`src/rtl/imm_pkg.sv`:
```
package imm_pkg;

   localparam int MAX_DIM_DEFAULT    = 64;
   localparam int ELEM_WIDTH_DEFAULT = 16;
   localparam int QUEUE_DEPTH        = 4;

   localparam int SIZE_W      = 7;
   localparam int IDX_W       = 6;
   localparam int PROD_W      = 38;
   localparam int CSR_INDEX_W = 2;

   localparam logic [SIZE_W-1:0] SIZE_RESET = 7'd64;

   // request action codes
   localparam logic [1:0] ACT_WRITE_A = 2'd0;
   localparam logic [1:0] ACT_WRITE_B = 2'd1;
   localparam logic [1:0] ACT_QUERY   = 2'd2;

   // configuration register indexes
   localparam logic [CSR_INDEX_W-1:0] CSR_ROWS_A    = 2'd0;
   localparam logic [CSR_INDEX_W-1:0] CSR_INNER_DIM = 2'd1;
   localparam logic [CSR_INDEX_W-1:0] CSR_COLS_B    = 2'd2;

   typedef enum logic [1:0] {
      KIND_WRITE_A,
      KIND_WRITE_B,
      KIND_QUERY,
      KIND_QUERY_ERR
   } imm_kind_type;

   typedef struct packed {
      imm_kind_type      kind;
      logic [IDX_W-1:0]  row;
      logic [IDX_W-1:0]  col;
      logic [SIZE_W-1:0] inner;
   } imm_cmd_type;

   typedef enum logic [1:0] {
      ST_IDLE,
      ST_RUN,
      ST_DRAIN
   } imm_state_type;

endpackage

```
`src/rtl/imm_front.sv`:
```
module imm_front #(
   parameter int MAX_DIM = imm_pkg::MAX_DIM_DEFAULT
) (
   input  logic                              clock,
   input  logic                              reset,
   input  logic                              csr_valid,
   output logic                              csr_ready,
   input  logic [imm_pkg::CSR_INDEX_W-1:0]   csr_index,
   input  logic [imm_pkg::SIZE_W-1:0]        csr_data,
   input  logic                              req_valid,
   output logic                              req_stall,
   input  logic [1:0]                        req_action,
   input  logic [imm_pkg::IDX_W-1:0]         req_row_index,
   input  logic [imm_pkg::IDX_W-1:0]         req_col_index,
   input  logic                              q_full,
   output logic                              q_push,
   output imm_pkg::imm_cmd_type              q_cmd
);

   localparam int SIZE_MAX = (1 << imm_pkg::SIZE_W) - 1;
   localparam int CAP_SIZE = (MAX_DIM > SIZE_MAX) ? SIZE_MAX : MAX_DIM;
   localparam logic [imm_pkg::SIZE_W-1:0] CAP = imm_pkg::SIZE_W'(CAP_SIZE);

   logic [imm_pkg::SIZE_W-1:0] rows_a_ff, rows_a_in;
   logic [imm_pkg::SIZE_W-1:0] inner_dim_ff, inner_dim_in;
   logic [imm_pkg::SIZE_W-1:0] cols_b_ff, cols_b_in;

   logic [imm_pkg::SIZE_W-1:0] nr, nk, nc;
   logic [imm_pkg::SIZE_W-1:0] row_ext, col_ext;
   logic                       keep;

   assign csr_ready = 1'b1;

   always_comb begin
      rows_a_in    = rows_a_ff;
      inner_dim_in = inner_dim_ff;
      cols_b_in    = cols_b_ff;
      if (csr_valid) begin
         unique case (csr_index)
            imm_pkg::CSR_ROWS_A:    rows_a_in    = csr_data;
            imm_pkg::CSR_INNER_DIM: inner_dim_in = csr_data;
            imm_pkg::CSR_COLS_B:    cols_b_in    = csr_data;
            default:                rows_a_in    = rows_a_ff;
         endcase
      end
   end

   always_ff @(posedge clock) begin
      if (reset) begin
         rows_a_ff    <= imm_pkg::SIZE_RESET;
         inner_dim_ff <= imm_pkg::SIZE_RESET;
         cols_b_ff    <= imm_pkg::SIZE_RESET;
      end else begin
         rows_a_ff    <= rows_a_in;
         inner_dim_ff <= inner_dim_in;
         cols_b_ff    <= cols_b_in;
      end
   end

   // clamp sizes to the store dimension
   assign nr = (rows_a_ff > CAP) ? CAP : rows_a_ff;
   assign nk = (inner_dim_ff > CAP) ? CAP : inner_dim_ff;
   assign nc = (cols_b_ff > CAP) ? CAP : cols_b_ff;

   assign row_ext = imm_pkg::SIZE_W'(req_row_index);
   assign col_ext = imm_pkg::SIZE_W'(req_col_index);

   always_comb begin
      q_cmd.row   = req_row_index;
      q_cmd.col   = req_col_index;
      q_cmd.inner = nk;
      q_cmd.kind  = imm_pkg::KIND_QUERY_ERR;
      keep        = 1'b0;
      unique case (req_action)
         imm_pkg::ACT_WRITE_A: begin
            q_cmd.kind = imm_pkg::KIND_WRITE_A;
            keep       = (row_ext < nr) && (col_ext < nk);
         end
         imm_pkg::ACT_WRITE_B: begin
            q_cmd.kind = imm_pkg::KIND_WRITE_B;
            keep       = (row_ext < nk) && (col_ext < nc);
         end
         imm_pkg::ACT_QUERY: begin
            keep = 1'b1;
            if ((row_ext < nr) && (col_ext < nc)) begin
               q_cmd.kind = imm_pkg::KIND_QUERY;
            end else begin
               q_cmd.kind = imm_pkg::KIND_QUERY_ERR;
            end
         end
         default: keep = 1'b0;
      endcase
   end

   // drop ignored writes and unused actions at the door
   assign req_stall = q_full;
   assign q_push    = req_valid && !q_full && keep;

endmodule

```
`config.mk`:
```
export PLATFORM = sky130hd
export DESIGN_NAME = imm_front
export DESIGN_NICKNAME = d
export VERILOG_FILES = /design/src/rtl/imm_pkg.sv /design/src/rtl/imm_front.sv
export SDC_FILE = /design/constraint.sdc
export NUM_CORES = 1
export LEC_CHECK = 0
export ABC_CLOCK_PERIOD_IN_PS = 2100
export BUFFER_PORTS_ARGS = -buffer_cell sky130_fd_sc_hd__buf_2
export CAP_MARGIN = 25
export CORE_MARGIN = 3
export CORE_UTILIZATION = 45
export CTS_CLUSTER_SIZE = 16
export DETAILED_ROUTE_END_ITERATION = 16
export PLACE_DENSITY = 0.76
export SLEW_MARGIN = 30
export SYNTH_ARGS = -nofsm -noshare
export SYNTH_HDL_FRONTEND = slang
export SYNTH_SLANG_ARGS = --single-unit
export TNS_END_PERCENT = 50
```
`constraint.sdc`:
```
create_clock -name clock -period 2.1 [get_ports clock]
set_clock_uncertainty 0.2 [all_clocks]
set_input_delay 0.315 -clock clock [delete_from_list [all_inputs] [get_ports clock]]
set_output_delay 0.315 -clock clock [all_outputs]
set_load 0.02 [all_outputs]
```
---- After elaboration in Yosys (flattened, before gate mapping) ----
Cells that the tools add are included.
cells by class
  muxes and demuxes ....................... 6
  reduce and logical (&&, ||, !) cells .... 11
  equal/unequal tests ..................... 4
  order comparisons ....................... 7
operator list
  cell                                                   number
  < comparator 6 x 7 -> 1 bit                            4
  greater-than comparator 7 bit (second input constant)  3
  two-way mux 7 bit                                      3
  case mux 2 bit (3 select lines)                        1
  AND reduction 2 bit                                    3
  logical AND 1 bit                                      5
  equality test 2 x 1 -> 1 bit (second input constant)   2
  equality test 2 bit (second input constant)            2
  logical NOT 2 bit                                      2
  case mux 1 bit (3 select lines)                        1
  logical NOT 1 bit                                      1
  two-way mux 1 bit                                      1
storage, ports and cells
  output and inout port bits .............. 24
  logic and storage cells ................. 31
  bits in registers ....................... 21
  input port bits ......................... 28

---- Logic depth before layout (Yosys ltp) ----
Gate-level depths: netlist (run 1).
  depth in word-level cells ............... 6
  gate-level depth with buffers ........... 8
  gate-level depth less buffers ........... 7

---- Worst setup path before layout (run 1) ----
Ideal clock, no wire load.
  kind .................................... register to output
  start ................................... register inner_dim_ff[6] in the netlist's numbering
  end ..................................... output port q_push
  setup slack ............................. -156 ps
  path buffers ............................ 1
  required time ........................... 1585 ps
  arrival time ............................ 1741 ps
  cell stages (with the launch flop) ...... 9
  cells stage by stage .................... dfxtp_1 -> buf_2 -> nand2b_1 -> ha_1 -> a21oi_1 -> nor2_1 -> a211oi_1 -> a31oi_1 -> nor3b_2
on the way
  longest elaborated chain between the ends .. 6
  elaborated cells between the ends (all ways) .. 8
  those cells by class .................... 3 x order compare; 2 x mux; 3 x reduce/logical
RTL lines
  element                                                line                              text
  start, declared                                        imm_front.sv:25                   logic [imm_pkg::SIZE_W-1:0] inner_dim_ff, inner_dim_in;
  start signal, assigned                                 imm_front.sv:51                   inner_dim_ff <= imm_pkg::SIZE_RESET;
  start signal, assigned                                 imm_front.sv:55                   inner_dim_ff <= inner_dim_in;
  greater-than comparator 7 bit                          imm_front.sv:62                   assign nk = (inner_dim_ff > CAP) ? CAP : inner_dim_ff;
  two-way mux 7 bit *                                    imm_front.sv:62
  < comparator 6 x 7 -> 1 bit, on equally long branches  imm_front.sv:81, imm_front.sv:77
  logical AND 1 bit, on equally long branches            imm_front.sv:81, imm_front.sv:77
  case mux 1 bit (3 select lines) *                      imm_front.sv:74                   unique case (req_action)
  logical AND 1 bit *                                    imm_front.sv:97                   assign q_push = req_valid && !q_full && keep;
  end, declared                                          imm_front.sv:16                   output logic q_push,
Every way passes the cells marked *; elsewhere a longest branch is shown, timed or not.

---- Worst setup path in the final report (run 1) ----
Ends and elaborated chain as after synthesis.

==> flow_metrics.py, run 1 <==
metrics = {
    "status": {
        "run_status": "finished with violations",
        "violations": "negative setup slack",
    },
    "cells_and_area": {
        "finish.utilization": 0.702,
        "area_growth_pct": 45.3,
        "layout.area.seq_um2": 432,
        "filler_cell_count": 250,
        "multi_input_comb_area_um2": 1270,
        "drive_gt1_frac": 0.536,
        "layout.nets": 271,
        "antenna-diode-count": 0,
    },
    "global_route": {
        "grt_util_all_layers": 0.189,
        "via_count_of_the_first_global_routing_pass": 1316,
        "wire_length_of_the_first_global_routing_pass_mm": 6.21,
        "grt_antenna_before_repair": 0,
        "grt_max_degree": 22,
        "grt.overflow.total": 0,
    },
    "setup_path": {
        "crit_path_end": "q_push",
        "endpoint_class_of_the_critical_path": "output port",
        "cp_data_arrival_time_ns": 1.95,
        "worst-endpoint-required_ns": 1.58,
        "timing.critical_path.from": "inner_dim_ff[6]",
        "r2r_end": "rows_a_ff[6]",
        "worstSetupStartpointType": "flip-flop",
        "type_of_the_worst_setup_path": "flip-flop to output port",
        "worst_r2r_startpoint": "rows_a_ff[6]",
        "worst-r2r-setup-slack_ns": 0.92,
        "timing.critical_path.fanout_max": 7,
        "number_of_cells_on_the_worst_reg_to_reg_path": 3,
    },
    "pwr": {
        "pwr_density_cell_nw_per_um2": 405,
        "vdd.ir_drop.worst_v": 0.000261,
        "power.static_leakage_nw": 1.08,
    },
    "placement": {
        "routabilityCongestion": 0.766,
        "detailedPlacementHpwl_mm": 2.64,
        "port_buffers": 50,
    },
    "clock_network": {
        "cts-root-buf": "clkbuf_4",
        "tritoncts_clock_tree": "done",
        "clkSinkCount": 21,
        "insertion_delay_ns": 0.29,
        "clkSlewWorstSetupHoldPaths_ns": 0.12,
        "numCtsBuffers": 3,
        "cts_htree_levels": 1,
        "cts-root-to-sink-buffers": 2,
    },
    "sta": {
        "setup_total_negative_slack_ns": -0.688,
        "relSlewSlack": 0.662,
        "final_max_slew_viol_count": 0,
        "timing_hold_violations_final": 0,
        "worstMarginPinSlew_ns": 0.506,
        "final_period_minus_worst_setup_slack_ns": 2.46,
        "postLayoutSetupSlackWorst_ns": -0.360,
        "finalSetupViolations": 2,
        "timing.fmax_ghz": 0.406,
        "grt_setup_unrepaired": "true",
        "final_min_period_over_clock_period": 1.17,
    },
    "synthesis": {
        "part_of_the_yosys_area_used_for_sequential_elements": 0.278,
        "synthesis.yosys.warnings": 0,
        "postSynthAreaPerCell_um2": 8.64,
        "postSynthCellCount": 175,
        "share_of_async_settable_or_async_resettable_flops_after_synthesis": 0,
        "ys_types": 30,
        "syn-cell-area_um2": 1510,
        "postSynthNetCount": 223,
        "synth_top_flop_cell": "dfxtp_1",
        "synth.ff_latch_count": 21,
        "number_of_flops_mapped_to_enable_cells_by_yosys": 0,
    },
    "floorplan": {
        "die-height_um": 64.0,
        "floorplan.initialDensity": 0.483,
        "io_pins": 52,
        "std_cell_rows": 20,
        "die_x_um": 64.0,
        "area_enclosed_by_the_die_boundary_um2": 4090,
        "core_region_area_um2": 3130,
    },
    "job": {
        "max_cap_viols": 0,
    },
    "routing": {
        "detail-route-antenna-nets": 0,
        "viasPerCell": 5.08,
        "initialDrtViolationCount": 34,
        "remaining_drc_errors": 0,
        "drt_pre_antenna_iters": 4,
        "detail_route.wirelength_mm": 3.82,
        "wire_per_inst_um": 14.4,
        "num_vias": 1350,
    },
    "hold_path": {
        "hold_path_class": "primary input to flip-flop",
    },
}
## routing by layer
metal | global-route usage | routed length [µm]
met5 | 0 | 0
met4 | 0.0323 | 18
met3 | 0.0281 | 169
met2 | 0.350 | 1950
met1 | 0.230 | 1680
## cells in the final DEF (no fill, tap or decap), types with 2 or more instances in the layout
| master | count |
|---|---|
| o21ai_2 | 4 |
| buf_6 | 2 |
| a211oi_2 | 2 |
| nand2_1 | 5 |
| nand2b_1 | 3 |
| nor3_2 | 2 |
| nor2b_1 | 3 |
| clkbuf_4 | 3 |
| dfxtp_1 | 18 |
| ha_4 | 12 |
| ha_1 | 8 |
| nand3b_1 | 3 |
| dfxtp_4 | 3 |
| nor2_2 | 2 |
| buf_4 | 14 |
| buf_2 | 48 |
| a211o_1 | 3 |
| nor2_1 | 23 |
| nand2b_4 | 13 |
| a21oi_1 | 2 |
| mux2i_1 | 18 |
| inv_1 | 7 |
| a21oi_2 | 6 |
## report_power, final
part	internal [mW]	switching [mW]	total (mW)	leakage, nW
Clock	0.0740	0.122	0.196	0.0150
Combinational	0.129	0.136	0.266	0.892
Sequential	0.411	0.0158	0.427	0.171
Total	0.615	0.274	0.889	1.08
## synthesized netlist by cell type (4+ instances only)
cell type / count / share of area
nor2_1: 25 / 0.062
dfxtp_1: 21 / 0.28
ha_1: 20 / 0.17
mux2i_1: 18 / 0.12
nand2b_1: 16 / 0.066
buf_4: 14 / 0.070
a21oi_1: 7 / 0.023
inv_1: 7 / 0.017
nand2_1: 6 / 0.015
buf_2: 4 / 0.013
clkbuf_1: 4 / 0.0099
## through the flow
step,hold slack [ns],total power [mW],cells,instance area (µm²),worst slack [ns]
after detailed placement,0.285,0.639,260,1820,-0.119
after global routing,0.0295,0.932,266,2200,-0.437
after global placement,0.275,0.634,260,1820,-0.0811
after floorplan,0.209,0.574,175,1560,0.00429
after CTS,0.0202,0.881,266,2160,-0.352
final,0.0288,0.889,266,2200,-0.360
## what timing repair did
action	in CTS	in global routing
setup endpoints to repair	2	2
buffers inserted	2	0
gates cloned	0	0
hold buffers	0	0
pin swaps	19	7
gates resized for setup	50	4
## registers in the layout, indices dropped and copies added (netlist names)
register / count
rows_a_ff: 7
inner_dim_ff: 7
cols_b_ff: 7
## critical path: stages, from the launching register on
cell	delay [ns]
dfxtp_4	0.38
nand2b_4	0.15
ha_1	0.31
a21oi_2	0.18
o21ai_2	0.09
nand3_2	0.09
a31oi_4	0.10
nor3b_4	0.21
buf_6	0.14
## worst min path at each step
stage	startpoint	endpoint	slack, ns	depth (start not counted)
finish	csr_data[6]	rows_a_ff[6]	0.03	2
global route	csr_data[6]	rows_a_ff[6]	0.03	2
CTS	csr_data[6]	rows_a_ff[6]	0.02	2
detailed placement	rows_a_ff[4]	rows_a_ff[4]	0.28	2
global placement	rows_a_ff[3]	rows_a_ff[3]	0.27	2
floorplan	reset	cols_b_ff[6]	0.21	1
## cell families after synthesis
logic type               share of synthesized area
multiplexers                                 0.119
other                                      0.00248
buffers and inverters                        0.110
adder cells (fa/ha/maj)                      0.166
AO/OA/AOI/OAI                                0.102
flip-flops                                   0.278
AND/OR/NAND/NOR                              0.223
## layout make-up
class / instances / share of cell area
Tap cell: 44 / 0.0251
Timing Repair Buffer: 65 / 0.177
Sequential cell: 21 / 0.197
Clock buffer: 4 / 0.0120
Multi-Input combinational cell: 125 / 0.578
Inverter: 7 / 0.0120
Power figures use the tool's default switching activity.
==> run 2: changes to the inputs <==
Settings changed: ABC_CLOCK_PERIOD_IN_PS 2100 to 2780, CORE_UTILIZATION 45 to 50, PLACE_DENSITY 0.76 to 0.8.
Clock period 2.1 ns to 2.78 ns, I/O delays scaled along.
==> run 2 against run 1 <==
Utilization fell by 9.6 points. Hold slack improved by 0.11 ns. Register-to-register slack improved by 0.72 ns. Non-clock buffer count fell by 13. Critical path type unchanged. Critical path depth did not move. Worst setup slack improved by 0.47 ns. Count of clock-buffer cells in the layout fell by 1. The run now ends clean. Die area fell by 9.1%.
==> flow_metrics.py, run 2 (synthesized netlist as in run 1, its figures left out) <==
metrics = {
    "global_route": {
        "grt_util_all_layers": 0.169,
        "grt_max_degree": 22,
        "grt_use_met1": 0.217,
        "globalRoute.busiestLayer": "met2",
        "wire_length_of_the_first_global_routing_pass_mm": 4.83,
        "grt.overflow.total": 0,
        "grt_antenna_before_repair": 0,
        "grt_util_met2": 0.310,
        "groute.layer.met3.usage": 0.0128,
        "via_count_of_the_first_global_routing_pass": 1114,
    },
    "routing": {
        "num_vias": 1251,
        "remaining_drc_errors": 0,
        "drt_pre_antenna_iters": 4,
        "detail_route.wirelength_mm": 3.02,
        "initialDrtViolationCount": 45,
        "detail-route-antenna-nets": 0,
        "wire_per_inst_um": 12.6,
        "viasPerCell": 5.21,
    },
    "sta": {
        "final_min_period_over_clock_period": 0.962,
        "finalSetupViolations": 0,
        "timing.fmax_ghz": 0.374,
        "final_max_slew_viol_count": 0,
        "timing_hold_violations_final": 0,
        "setup_total_negative_slack_ns": 0,
        "postLayoutSetupSlackWorst_ns": 0.107,
        "final_period_minus_worst_setup_slack_ns": 2.67,
    },
    "status": {
        "run_status": "complete, no violations",
    },
    "floorplan": {
        "std_cell_rows": 19,
        "floorplan.initialDensity": 0.534,
        "area_enclosed_by_the_die_boundary_um2": 3720,
        "die_x_um": 61.0,
        "core_region_area_um2": 2830,
        "die-height_um": 61.0,
        "io_pins": 52,
    },
    "clock_network": {
        "insertion_delay_ns": 0.29,
        "cts_htree_levels": 1,
        "cts_hold_buffers": 0,
        "cts-root-to-sink-buffers": 2,
        "clkSlewWorstSetupHoldPaths_ns": 0.11,
        "numCtsBuffers": 3,
        "tritoncts_clock_tree": "done",
        "clkSinkCount": 21,
        "cts-root-buf": "clkbuf_4",
    },
    "placement": {
        "detailedPlacementHpwl_mm": 2.50,
        "routabilityCongestion": 0.817,
        "dpl_cell_area_um2": 1670,
        "detailedPlace.worstSlack_ns": 0.316,
        "port_buffers": 50,
    },
    "setup_path": {
        "endpoint_class_of_the_critical_path": "output port",
        "cp_data_arrival_time_ns": 2.06,
        "type_of_the_worst_setup_path": "flip-flop to output port",
        "number_of_cells_on_the_worst_reg_to_reg_path": 2,
        "worst-endpoint-required_ns": 2.16,
        "worstSetupStartpointType": "flip-flop",
        "timing.critical_path.fanout_max": 11,
    },
    "pwr": {
        "pwr_density_cell_nw_per_um2": 355,
        "power.static_leakage_nw": 0.874,
        "vdd.ir_drop.worst_v": 0.000321,
        "report.power.total_mw": 0.608,
    },
    "cells_and_area": {
        "antenna-diode-count": 0,
        "finish.utilization": 0.606,
        "mostFrequentLayoutCell": "buf_2",
        "drive_gt1_frac": 0.306,
        "layout.cells.most_common_list": "buf_2, nor2_1, ha_1, dfxtp_1, mux2i_1",
        "area_growth_pct": 13.5,
        "layout.nets": 258,
        "filler_cell_count": 254,
        "final_area_um2": 1720,
        "reg_top3": "cols_b_ff (7), inner_dim_ff (7), rows_a_ff (7)",
    },
    "hold_path": {
        "hold_path_class": "primary input to flip-flop",
        "timing.hold.worst_path_depth": 2,
    },
    "job": {
        "max_cap_viols": 0,
    },
}
run 2: cell count changes in the layout (fill, tap and decap cells not counted), moves of 4 or more:
| cell | previous run | this run |
|---|---|---|
| a21oi_2 | 6 | 1 |
| nand2b_4 | 13 | 0 |
| buf_4 | 14 | 3 |
| ha_4 | 12 | 0 |
| o21ai_2 | 4 | 0 |
| a21oi_1 | 2 | 7 |
| ha_1 | 8 | 20 |
| nand2b_1 | 3 | 16 |
run 2: per-stage QoR:
step / hold slack, ns / cells
2_1_floorplan: 0.251 / 175
3_3_place_gp: 0.270 / 235
3_5_place_dp: 0.279 / 235
4_1_cts: 0.133 / 239
5_1_grt: 0.138 / 240
6_report: 0.139 / 240
run 2: final cells by class:
cell class / instances / area (µm²) / area share
repair buffers: 52 / 268 / 0.156
inverters: 7 / 26.3 / 0.0153
well taps: 31 / 38.8 / 0.0226
clock buffers: 3 / 22.5 / 0.0131
flip-flops and latches: 21 / 425 / 0.248
multi-input cells: 125 / 930 / 0.542
clock inverters: 1 / 5.00 / 0.00292
run 2: metal layers:
metal	part of all wire	routed length (µm)
met2	0.46	1400
met5	0	0
met3	0.049	148
met1	0.48	1460
met4	0.0040	12
run 2: final timing paths:
check / from / to / slack (ns)
max: inner_dim_ff[6] / q_push / 0.11
min: csr_data[6] / rows_a_ff[6] / 0.14
max reg2reg: rows_a_ff[6] / rows_a_ff[6] / 1.64
min reg2reg: rows_a_ff[0] / rows_a_ff[0] / 0.30
run 2: timing repair:
action                                  4_1_cts  5_1_grt
endpoints found under the setup margin        1        1
setup buffers                                 0        1
gates resized for setup                       1        4
run 2: worst max-delay path, stage by stage (launching register included):
cell	delay [ns]
dfxtp_4	0.40
nand2b_1	0.19
ha_1	0.30
a21oi_1	0.16
nor2_1	0.07
a211oi_2	0.19
a31oi_1	0.12
nor3b_2	0.18
buf_4	0.16
run 2: power by group:
group | switching, mW | internal, mW
Combinational | 0.0799 | 0.0642
Clock | 0.0895 | 0.0535
Sequential | 0.00954 | 0.312
