[src/rtl/imm_pkg.sv]
package imm_pkg;

   localparam int MAX_DIM_DEFAULT    = 64;
   localparam int ELEM_WIDTH_DEFAULT = 16;
   localparam int QUEUE_DEPTH        = 4;

   localparam int SIZE_W      = 7;
   localparam int IDX_W       = 6;
   localparam int PROD_W      = 38;
   localparam int CSR_INDEX_W = 2;

   localparam logic [SIZE_W-1:0] SIZE_RESET = 7'd64;

   // request action codes
   localparam logic [1:0] ACT_WRITE_A = 2'd0;
   localparam logic [1:0] ACT_WRITE_B = 2'd1;
   localparam logic [1:0] ACT_QUERY   = 2'd2;

   // configuration register indexes
   localparam logic [CSR_INDEX_W-1:0] CSR_ROWS_A    = 2'd0;
   localparam logic [CSR_INDEX_W-1:0] CSR_INNER_DIM = 2'd1;
   localparam logic [CSR_INDEX_W-1:0] CSR_COLS_B    = 2'd2;

   typedef enum logic [1:0] {
      KIND_WRITE_A,
      KIND_WRITE_B,
      KIND_QUERY,
      KIND_QUERY_ERR
   } imm_kind_type;

   typedef struct packed {
      imm_kind_type      kind;
      logic [IDX_W-1:0]  row;
      logic [IDX_W-1:0]  col;
      logic [SIZE_W-1:0] inner;
   } imm_cmd_type;

   typedef enum logic [1:0] {
      ST_IDLE,
      ST_RUN,
      ST_DRAIN
   } imm_state_type;

endpackage

[src/rtl/imm_queue.sv]
module imm_queue #(
   parameter int WIDTH = 8,
   parameter int DEPTH = imm_pkg::QUEUE_DEPTH
) (
   input  logic             clock,
   input  logic             reset,
   input  logic             push,
   input  logic [WIDTH-1:0] push_data,
   output logic             full,
   input  logic             pop,
   output logic             not_empty,
   output logic [WIDTH-1:0] pop_data
);

   localparam int PW = (DEPTH > 1) ? $clog2(DEPTH) : 1;
   localparam int CW = $clog2(DEPTH + 1);
   localparam logic [PW-1:0] LAST = PW'(DEPTH - 1);
   localparam logic [CW-1:0] FULL_COUNT = CW'(DEPTH);

   logic [WIDTH-1:0] slot_ff [DEPTH];
   logic [PW-1:0]    wr_ptr_ff, wr_ptr_in;
   logic [PW-1:0]    rd_ptr_ff, rd_ptr_in;
   logic [CW-1:0]    count_ff, count_in;
   logic             do_push, do_pop;

   assign full      = (count_ff == FULL_COUNT);
   assign not_empty = (count_ff != '0);
   assign pop_data  = slot_ff[rd_ptr_ff];
   assign do_push   = push && !full;
   assign do_pop    = pop && not_empty;

   always_comb begin
      wr_ptr_in = wr_ptr_ff;
      rd_ptr_in = rd_ptr_ff;
      count_in  = count_ff;
      if (do_push) begin
         wr_ptr_in = (wr_ptr_ff == LAST) ? '0 : wr_ptr_ff + 1'b1;
      end
      if (do_pop) begin
         rd_ptr_in = (rd_ptr_ff == LAST) ? '0 : rd_ptr_ff + 1'b1;
      end
      if (do_push && !do_pop) begin
         count_in = count_ff + 1'b1;
      end else if (do_pop && !do_push) begin
         count_in = count_ff - 1'b1;
      end
   end

   always_ff @(posedge clock) begin
      if (reset) begin
         wr_ptr_ff <= '0;
         rd_ptr_ff <= '0;
         count_ff  <= '0;
      end else begin
         wr_ptr_ff <= wr_ptr_in;
         rd_ptr_ff <= rd_ptr_in;
         count_ff  <= count_in;
      end
   end

   always_ff @(posedge clock) begin
      if (do_push) begin
         slot_ff[wr_ptr_ff] <= push_data;
      end
   end

endmodule

[config.mk]
export PLATFORM = sky130hd
export DESIGN_NAME = imm_queue
export DESIGN_NICKNAME = d
export VERILOG_FILES = /design/src/rtl/imm_pkg.sv /design/src/rtl/imm_queue.sv
export SDC_FILE = /design/constraint.sdc
export NUM_CORES = 1
export LEC_CHECK = 0
export ABC_AREA = 1
export BUFFER_PORTS_ARGS = -buffer_cell sky130_fd_sc_hd__buf_2
export CORE_MARGIN = 5
export CORE_UTILIZATION = 60
export CTS_BUF_LIST = sky130_fd_sc_hd__clkbuf_2
export DETAILED_ROUTE_END_ITERATION = 6
export MAX_ROUTING_LAYER = met4
export PLACE_DENSITY = 0.82
export SLEW_MARGIN = 20
export SYNTH_ARGS = -nofsm -noshare
export SYNTH_HDL_FRONTEND = slang
export SYNTH_SLANG_ARGS = --single-unit
[constraint.sdc]
create_clock -name clock -period 2.7 [get_ports clock]
set_clock_uncertainty 0.05 [all_clocks]
set_input_delay 0.405 -clock clock [delete_from_list [all_inputs] [get_ports clock]]
set_output_delay 0.405 -clock clock [all_outputs]
set_load 0.02 [all_outputs]
# Word-level counts from Yosys, hierarchy flattened
# Memory sizes are Yosys's and may differ from the RTL's. A register that Yosys moved wholly into a read port is not among the register bits.
# Index checks and enable logic that the tools add are counted.
[op_classes]
n_addsub = 4
n_eq_ne = 3
n_mux = 8
reduce_logical = 9
[op_table]
columns = ["op", "n"]
rows = [
  ["$mux 2", 4],
  ["$mux 3", 2],
  ["$add 2x1->2 const B", 2],
  ["$eq 2x2->1 const B", 2],
  ["$logic_and 1x1->1", 4],
  ["$add 3x1->3 const B", 1],
  ["$eq 3x3->1 const B", 1],
  ["$logic_not 1->1", 3],
  ["$reduce_bool 3->1", 1],
  ["$sub 3x1->3 const B", 1],
  ["$mux 1", 2],
  ["$reduce_bool 2->1", 1],
]
[totals]
ff_bits = 7
ramBits = 32
inputBits = 12
wordCells = 28
n_memories = 1
[memory_table]
columns = ["name", "words", "width", "rd", "rd_clocked_by_memory_dff", "write_ports", "line_no", "rtl"]
rows = [
  ["slot_ff", 4, 8, 1, 1, 1, "imm_queue.sv:20", "logic [WIDTH-1:0] slot_ff [DEPTH];"],
]

# Logic depth before layout (Yosys ltp)
# Gate-level depths: netlist (run 1).
[depth]
depth_word = 7
mapped_depth = 13

# Worst setup path after synthesis (run 1)
# Ideal clock, no wire load.
[synth_timing]
path_kind = "register to register"
start = "register count_ff[1]"
end = "register count_ff[2]"
setup_time_ns = 0.110
arrival_time_ns = 1.588
t_required_ns = 2.540
slack_ns = 0.952
path_stages_with_launch = 13
n_path_buf = 0
path_cell_list = "dfxtp_1 -> nor2_2 -> nand2_2 -> nand2_1 -> ha_1 -> inv_1 -> fa_1 -> inv_1 -> nand2_1 -> nand3_1 -> nand2_1 -> inv_1 -> nor2_1"
[synth_lines]
columns = ["item", "line_no", "rtl"]
rows = [
  ["from (decl)", "imm_queue.sv:23", "logic [CW-1:0] count_ff, count_in;"],
  ["from (signal assigned)", "imm_queue.sv:57", "count_ff <= count_in;"],
  ["$reduce_bool 3->1 *", "imm_queue.sv:27", "assign not_empty = (count_ff != '0);"],
  ["via not_empty", "imm_queue.sv:11", "output logic not_empty,"],
  ["$logic_and 1x1->1 *", "imm_queue.sv:30", "assign do_pop = pop && not_empty;"],
  ["$logic_not 1->1", "imm_queue.sv:42", "if (do_push && !do_pop) begin"],
  ["$logic_and 1x1->1", "imm_queue.sv:42", ""],
  ["$mux 3 or $reduce_bool 2->1 (tied branches)", "-", ""],
]
# The timed path passes the listed nets; every way through them passes the cells marked *. The select of a mux whose other input is x is not followed.
# A chain may end at the register's enable or synchronous reset.

==> results of run 1 <==
==> through the flow <==
step,hold slack (ns),worst slack (ns),cells,util
2_1_floorplan,0.427,0.952,146,-
3_3_place_gp,0.466,0.901,197,0.669
3_5_place_dp,0.469,0.792,197,0.669
4_1_cts,0.0717,0.589,205,0.695
5_1_grt,0.0625,0.377,205,0.695
6_report,0.0917,0.608,205,0.695
==> registers in the layout, indices dropped and copies added, names as in the netlist, named ones only <==
name and flops:
slot_ff 32, count_ff 3, rd_ptr_ff 2, wr_ptr_ff 2
==> worst min-delay path by stage <==
stage | from | to | slack, ns | cells after the start
global route | reset | count_ff[0] | 0.06 | 2
global placement | rd_ptr_ff[1] | rd_ptr_ff[1] | 0.47 | 2
finish | reset | count_ff[0] | 0.09 | 2
detailed placement | rd_ptr_ff[1] | rd_ptr_ff[1] | 0.47 | 2
floorplan | reset | count_ff[0] | 0.43 | 1
CTS | reset | count_ff[0] | 0.07 | 2
==> power by group through the flow <==
stage / logic (mW) / clock network [mW] / registers, mW
after CTS: 0.659 / 0.364 / 0.857
after global placement: 0.617 / 0 / 0.865
after global routing: 0.739 / 0.394 / 0.871
final: 0.650 / 0.359 / 0.855
after detailed placement: 0.656 / 0 / 0.871
after floorplan: 0.482 / 0 / 0.848
==> area by class of cell <==
type | instances | area (µm²) | share of cell area
sequential | 41 | 1140 | 0.600
multi-input combinational | 86 | 473 | 0.249
timing repair buffer | 22 | 113 | 0.0592
inverter | 17 | 63.8 | 0.0336
clock inverter | 3 | 46.3 | 0.0244
tap | 31 | 38.8 | 0.0204
clock buffer | 5 | 25.0 | 0.0132
==> Yosys cell counts, drive strengths merged <==
cell type / count / share of area
nor2: 33 / 0.074
a21oi: 2 / 0.0059
nand3: 1 / 0.0029
xor2: 1 / 0.0052
buf: 2 / 0.013
edfxtp: 32 / 0.57
nand3b: 2 / 0.0088
fa: 1 / 0.012
o22ai: 8 / 0.029
ha: 6 / 0.044
inv: 17 / 0.038
nand2: 14 / 0.035
dfxtp: 9 / 0.11
o21ai: 17 / 0.057
nand4: 1 / 0.0037
==> critical path, delay by kind of cell, from the launching register on <==
kind            cells  cell delay, ns
flops               1            0.55
buf+inv             2            0.41
compound gates      2            0.27
==> per-layer routing <==
layer	routed length [µm]	track usage	part of all wire	vias up
met5	0	-	0	-
met4	0	0.0390	0	0
met1	1220	0.192	0.41	513
met3	162	0.0604	0.054	0
li1	-	-	-	554
met2	1620	0.299	0.54	33
==> kinds of logic after synthesis <==
| family | count (synthesis) |
|---|---|
| flip-flops | 41 |
| buffers and inverters | 19 |
| XOR/XNOR | 1 |
| AO/OA/AOI/OAI | 27 |
| adder cells (fa/ha/maj) | 7 |
| AND/OR/NAND/NOR | 51 |
==> results.cfg, run 1 <==
[status]
status = finished, final reports clean

[critical_path]
worst-r2r-cell-count = 9
reg2reg_to = count_ff[1]
crit_fanout = 9
rrSetupSlack_ns = 0.76
worstSetupPathType = flip-flop to output port
required_ns = 2.25
worstSetupEndpointType = output port
cp_data_arrival_time_ns = 1.64
crit_end = pop_data[0]
reg2reg_from = count_ff[1]
worst_path_max_delay_cell = dfxtp_1
startpoint_type = flip-flop
critPathMaxStageDelay_ns = 0.55
crit_chain = buf_4, o21ai_0, o22ai_1, buf_2

[logic_synthesis]
synth_fp_nets = 165
synth_simple_gate_area_share = 0.125
synth_xor_area_frac = 0.00515
synthAdderAreaFrac = 0.0559
synthMuxAreaShare = 0
synth_compound_area_frac = 0.0920
ys.warnings.count = 0
synth_top_family_by_area = simple AND/OR/NAND/NOR gates
synthesis.area_um2 = 1700
ys_ff_latch = 41
syn_area_per_cell_um2 = 11.6
synth.distinct_cells = 20
syn_inst = 146
ys_seq_area_frac = 0.671

[cts]
clockBufferDepth = 2
cts_resized = 0
clk_pin_slew_worst_paths_ns = 0.21
cts_tree = yes
clk_latency_ns = 0.39
cts_sinks = 41
cts-root-buf = clkbuf_2
cts_made_buffers = 5
hold_buffers = 0
h-tree-depth = 2
postCtsSetupBuffers = 0

[final_layout]
diodes = 0
fillCellCount = 201
design_area_um2 = 1900
synthToLayoutAreaGrowth_pct = 11.8
fin_nets = 192
drive_gt1_frac = 0.218
final_cell_mix = nor2_1 (32), edfxtp_1 (32), buf_2 (21)

[sta]
worst_pin_slew_ns = 0.780
finalMaxSlewViolations = 0
slew_headroom = 0.478
hold_viol = 0
rsz0062_at_grt = no
layout_min_cycle_time_ns = 2.09
setup_tns_ns = 0
fmax_ghz = 0.478
period_share = 0.775
setup_viol = 0

[placed_design]
dp_hpwl_mm = 2.16
port_buffers = 21
dpl-instance-area_um2 = 1830
place_congestion = 0.727

[drt]
remaining_drc_errors = 0
postRouteAntennaNets = 0
avgRoutedWirePerCell_um = 14.6
via_count = 1100
via_per_inst = 5.37
wl_mm = 2.99
drt_iter0_markers = 35
first_pass_iters = 4

[global_route]
grt_pass1_vias = 1138
grt_max_degree = 17
grtUsageTotal = 0.173
grt-ovfl-total = 0
grt_pass1_wl_mm = 5.19
antenna_found_initial = 0

[power]
combPwrFrac = 0.349
leakage_nw = 0.772
seqPwrFrac = 0.459
p_sw_mw = 0.703
internal-power_mw = 1.16
power.density_nw_per_um2 = 981
power_frac_clock = 0.192
netSwitchingFraction = 0.377
ir_drop_mv = 0.700
total_power_mw = 1.86

[job]
maxCapViolCount = 0

[die]
num_rows = 19
die_area_um2 = 4000
die_h_um = 63.2
core-area_um2 = 2730
num_io_pins = 22
die_w_um = 63.2
start_util = 0.622

[worst_hold_path]
min_path_type = input pin to flip-flop
(Power assumes the default switching activity.)
==> run 2: changes to the inputs <==
--- a/config.mk
+++ b/config.mk
@@ -8,11 +8,11 @@
 export ABC_AREA = 1
 export BUFFER_PORTS_ARGS = -buffer_cell sky130_fd_sc_hd__buf_2
 export CORE_MARGIN = 5
-export CORE_UTILIZATION = 60
+export CORE_UTILIZATION = 59
 export CTS_BUF_LIST = sky130_fd_sc_hd__clkbuf_2
 export DETAILED_ROUTE_END_ITERATION = 6
 export MAX_ROUTING_LAYER = met4
-export PLACE_DENSITY = 0.82
+export PLACE_DENSITY = 0.81
 export SLEW_MARGIN = 20
 export SYNTH_ARGS = -nofsm -noshare
 export SYNTH_HDL_FRONTEND = slang
==> constraint.sdc (replaced) <==
create_clock -name clock -period 2.1 [get_ports clock]
set_clock_uncertainty 0.05 [all_clocks]
set_input_delay 0.315 -clock clock [delete_from_list [all_inputs] [get_ports clock]]
set_output_delay 0.315 -clock clock [all_outputs]
set_load 0.02 [all_outputs]
==> results.cfg, run 2 (synthesis results as in run 1) <==
[die]
die_w_um = 63.7
die_h_um = 63.7
die_area_um2 = 4060
core-area_um2 = 2760
start_util = 0.617
num_rows = 19
num_io_pins = 22

[global_route]
antenna_found_initial = 0
grtUsageTotal = 0.171
grtUsageMet1 = 0.196
use_met3 = 0.0604
grt_max_degree = 17
grt-ovfl-total = 0
gr-max-usage-layer = met2
grt_pass1_vias = 1084
grt_pass1_wl_mm = 5.10
gr-usage-met2 = 0.273

[critical_path]
worstSetupPathType = flip-flop to output port
worstSetupEndpointType = output port
worst_path_max_delay_cell = dfxtp_2
crit_chain = inv_1, o21ai_0, o22ai_1, buf_2
startpoint_type = flip-flop
reg2reg_from = count_ff[1]
critPathMaxStageDelay_ns = 0.42
crit_fanout = 9
worst-r2r-cell-count = 9
rrSetupSlack_ns = 0.22
required_ns = 1.74
reg2reg_to = count_ff[1]
cp_data_arrival_time_ns = 1.55

[status]
status = finished, final reports clean

[sta]
setup_viol = 0
period_share = 0.914
rsz0062_at_grt = no
setup_tns_ns = 0
worst_pin_slew_ns = 0.283
finalMaxSlewViolations = 0
layout_min_cycle_time_ns = 1.92
fmax_ghz = 0.521
slew_headroom = 0.811
hold_viol = 0

[cts]
cts_made_buffers = 5
clk_latency_ns = 0.39
h-tree-depth = 2
cts-root-buf = clkbuf_2
clockBufferDepth = 2
cts_tree = yes
cts_sinks = 41
clk_pin_slew_worst_paths_ns = 0.19

[worst_hold_path]
min_path_cells = 1
worstHoldStart = push_data[2]
min_path_type = input pin to flip-flop
whs_endpoint = slot_ff[0][2]

[final_layout]
largest_register_ff_count = 32
drive_gt1_frac = 0.246
synthToLayoutAreaGrowth_pct = 12.4
fin_util = 0.693
fin_nets = 197
final_cell_mix = nor2_1 (32), edfxtp_1 (32), buf_2 (21)
fillCellCount = 213
diodes = 0
regMostFlops = slot_ff
top_regs = slot_ff: 32 flops, count_ff: 3 flops

[power]
combPwrFrac = 0.371
netSwitchingFraction = 0.387
power_frac_clock = 0.141
leakage_nw = 0.792
power.density_nw_per_um2 = 1190
ir_drop_mv = 1.09
internal-power_mw = 1.39
seqPwrFrac = 0.488
p_sw_mw = 0.878

[drt]
via_count = 1136
wl_mm = 2.99
via_per_inst = 5.41
drt_iter0_markers = 45
postRouteAntennaNets = 0
remaining_drc_errors = 0
avgRoutedWirePerCell_um = 14.2
first_pass_iters = 4

[placed_design]
place_congestion = 0.915
port_buffers = 21
dp_hpwl_mm = 2.17

[job]
maxCapViolCount = 0
==> run 2: final cells by class <==
class / instances / area [µm²] / area share
sequential: 41 / 1140 / 0.598
multi-input combinational: 86 / 473 / 0.247
timing repair buffer: 27 / 153 / 0.0798
inverter: 17 / 63.8 / 0.0334
tap: 31 / 38.8 / 0.0203
clock buffer: 6 / 30.0 / 0.0157
clock inverter: 2 / 10.0 / 0.00524
==> run 2: power by group through the flow <==
stage               Clock (mW)  Combinational (mW)  Sequential [mW]
detailed placement           0               0.849             1.12
floorplan                    0               0.620             1.09
CTS                      0.327               0.851             1.10
global route             0.376               0.941             1.13
finish                   0.320               0.843             1.11
global placement             0               0.808             1.11
==> run 2: critical path, delay by kind of cell, from the launching register on <==
family                 cells  cell delay, ns
DFF                        1            0.42
buffers and inverters      2            0.44
AOI/OAI and AO/OA          2            0.31
==> run 2: per-layer routing <==
| metal | up-vias | wire (µm) |
|---|---|---|
| li1 | 563 | - |
| met5 | - | 0 |
| met3 | 8 | 164 |
| met1 | 540 | 1200 |
| met4 | 0 | 68 |
| met2 | 25 | 1550 |
==> run 2: per-stage QoR <==
| step | instance area (µm²) | hold slack [ns] | power, mW | std cells | setup slack [ns] |
|---|---|---|---|---|---|
| 4_1_cts | 1900 | 0.00203 | 2.28 | 209 | 0.0700 |
| 2_1_floorplan | 1700 | 0.337 | 1.71 | 146 | 0.352 |
| 6_report | 1910 | 0.0748 | 2.27 | 210 | 0.181 |
| 5_1_grt | 1910 | 0.0190 | 2.44 | 210 | 0.0367 |
| 3_5_place_dp | 1860 | 0.441 | 1.97 | 201 | 0.233 |
| 3_3_place_gp | 1860 | 0.438 | 1.92 | 201 | 0.300 |
==> run 2: repair_timing <==
| action | 4_1_cts | 5_1_grt |
|---|---|---|
| hold buffers | 0 | 1 |
| setup endpoints to repair | 0 | 6 |
| resized for setup | 0 | 2 |
| buffers inserted | 0 | 0 |
| hold endpoints to repair | 0 | 1 |
==> run 2: how the worst max path moves through the flow <==
stage | endpoint | slack, ns | depth (start not counted)
3_3_place_gp | count_ff[1] | 0.30 | 9
2_1_floorplan | count_ff[2] | 0.35 | 12
6_report | pop_data[1] | 0.18 | 4
3_5_place_dp | count_ff[1] | 0.23 | 9
5_1_grt | count_ff[1] | 0.04 | 9
4_1_cts | pop_data[1] | 0.07 | 4
==> run 3: changes to the inputs <==
--- a/config.mk
+++ b/config.mk
@@ -5,14 +5,14 @@
 export SDC_FILE = /design/constraint.sdc
 export NUM_CORES = 1
 export LEC_CHECK = 0
-export ABC_AREA = 1
+export ABC_AREA = 0
 export BUFFER_PORTS_ARGS = -buffer_cell sky130_fd_sc_hd__buf_2
 export CORE_MARGIN = 5
 export CORE_UTILIZATION = 59
 export CTS_BUF_LIST = sky130_fd_sc_hd__clkbuf_2
 export DETAILED_ROUTE_END_ITERATION = 6
 export MAX_ROUTING_LAYER = met4
-export PLACE_DENSITY = 0.81
+export PLACE_DENSITY_LB_ADDON = 0.3
 export SLEW_MARGIN = 20
 export SYNTH_ARGS = -nofsm -noshare
 export SYNTH_HDL_FRONTEND = slang
==> results.cfg, run 3 <==
[sta]
setup_viol = 0
whs_ns = 0.0914
slew_headroom = 0.718
worst_pin_slew_ns = 0.423
fmax_ghz = 0.496
finalMaxSlewViolations = 0
hold_viol = 0
layout_min_cycle_time_ns = 2.02
rsz0062_at_grt = yes
period_share = 0.960

[cts]
cts_made_buffers = 5
cts-root-buf = clkbuf_2
h-tree-depth = 2
cts_sinks = 41
hold_buffers = 0
clk_pin_slew_worst_paths_ns = 0.18
clk_latency_ns = 0.37
cts_tree = yes
clockBufferDepth = 2

[die]
die_h_um = 63.2
start_util = 0.611
die_w_um = 63.2
num_io_pins = 22
die_area_um2 = 4000
core-area_um2 = 2730
num_rows = 19

[final_layout]
top_regs = slot_ff: 32 flops, count_ff: 3 flops
final_cell_mix = edfxtp_1 (32), buf_2 (21), mux4_2 (8), buf_4 (8), clkbuf_2 (7)
regMostFlops = slot_ff
largest_register_ff_count = 32
fin_nets = 144
drive_gt1_frac = 0.460
synthToLayoutAreaGrowth_pct = 15.0
diodes = 0
final_common_cell = edfxtp_1

[placed_design]
place_congestion = 0.778
port_buffers = 21
dp_hpwl_mm = 1.90

[worst_hold_path]
min_path_type = input pin to flip-flop

[logic_synthesis]
synth_fp_nets = 111
ys_seq_area_frac = 0.683
syn_area_per_cell_um2 = 18.2
synth.top_cells.by_count = edfxtp_1 (32), dfxtp_1 (9), mux4_2 (8), ha_1 (6), and3_1 (4)
synthArstFlopShare = 0
yosysTopAreaCellShare = 0.575
yosys.area.top_type = edfxtp_1
ys_top_cells_by_area = edfxtp_1 (58%), dfxtp_1 (11%), mux4_2 (11%), ha_1 (4.5%), and3_1 (1.5%)
synth.distinct_cells = 27
synth_most_common_cell = edfxtp_1
syn_inst = 92
synth-main-ff-cell = edfxtp_1
synthesis.area_um2 = 1670
ys_ff_latch = 41
ys.warnings.count = 0
synth_edf_count = 32

[global_route]
grtUsageTotal = 0.151
antenna_found_initial = 0
grt-ovfl-total = 0
grt_pass1_wl_mm = 4.39
grt_max_degree = 13
grt_pass1_vias = 929

[critical_path]
crit_fanout = 3
startpoint_type = flip-flop
required_ns = 2.36
crit_chain = buf_6, o31ai_4, ha_2, inv_2, fa_2, xor2_1, or3_1, a21oi_1
worstSetupEndpointType = flip-flop
worstSetupPathType = flip-flop to flip-flop
worst_path_max_delay_cell = dfxtp_2
cp_top_family = adder cells
cp_data_arrival_time_ns = 2.28
path_buf_inv = 2
critPathMaxStageDelay_ns = 0.37

[drt]
remaining_drc_errors = 0
avgRoutedWirePerCell_um = 16.5
postRouteAntennaNets = 0
via_per_inst = 5.46
wl_mm = 2.58
drt_iter0_markers = 21
first_pass_iters = 2
via_count = 858

[power]
total_power_mw = 2.09
leakage_nw = 0.739
power.density_nw_per_um2 = 1090
ir_drop_mv = 0.878

[status]
status = finished, final reports clean

[job]
maxCapViolCount = 0
-- run 3: layer usage --
layer,global-route usage,vias to the layer above,share of wire
met1,0.165,420,0.39
met5,-,-,0
met3,0.0551,6,0.053
li1,-,416,-
met2,0.247,16,0.54
met4,0.0623,0,0.018
-- run 3: final cells by class --
type,instances,area (µm²)
clock buffer,7,35.0
clock inverter,1,3.75
fill,180,813
inverter,5,45.0
multi-input combinational,42,477
sequential,41,1140
tap,31,38.8
timing repair buffer,30,176
-- run 3: worst paths after layout --
kind | depth (start not counted) | startpoint | to | slack [ns]
worst min register to register | 2 | rd_ptr_ff[0] | flip-flop | 0.47
worst min-delay path | 1 | push_data[3] | slot_ff[0][3] | 0.09
worst max register to register | 8 | count_ff[0] | count_ff[2] | 0.08
worst max-delay path | 8 | count_ff[0] | count_ff[2] | 0.08
-- run 3: through the flow --
stage | util | TNS, ns | instance area (µm²) | setup slack, ns | instances
3_3_place_gp | 0.675 | -0.0135 | 1840 | -0.0135 | 147
5_1_grt | 0.703 | -0.00174 | 1920 | -0.00174 | 157
3_5_place_dp | 0.675 | -0.0571 | 1840 | -0.0571 | 147
2_1_floorplan | - | 0 | 1670 | 0.000435 | 92
4_1_cts | 0.700 | 0 | 1910 | 0.00571 | 157
6_report | 0.703 | 0 | 1920 | 0.0836 | 157
-- run 3: where the power goes --
part / internal [mW] / total (mW) / switching [mW] / leakage, nW
Combinational: 0.350 / 0.732 / 0.381 / 0.340
Clock: 0.0893 / 0.313 / 0.223 / 0.0306
Sequential: 0.993 / 1.05 / 0.0565 / 0.368
-- run 3: cell families after synthesis --
group	after synthesis	share of synthesized area
buffers and inverters	9	0.0412
AND/OR/NAND/NOR	16	0.0562
adder cells (fa/ha/maj)	7	0.0569
multiplexers	10	0.120
XOR/XNOR	2	0.0105
AO/OA/AOI/OAI	7	0.0322
flip-flops	41	0.683
-- run 3: what timing repair did --
action                                  in CTS  in global routing
endpoints found under the setup margin       1                  1
pin swaps                                    2                  4
setup buffers                                2                  0
resized for setup                            4                  4
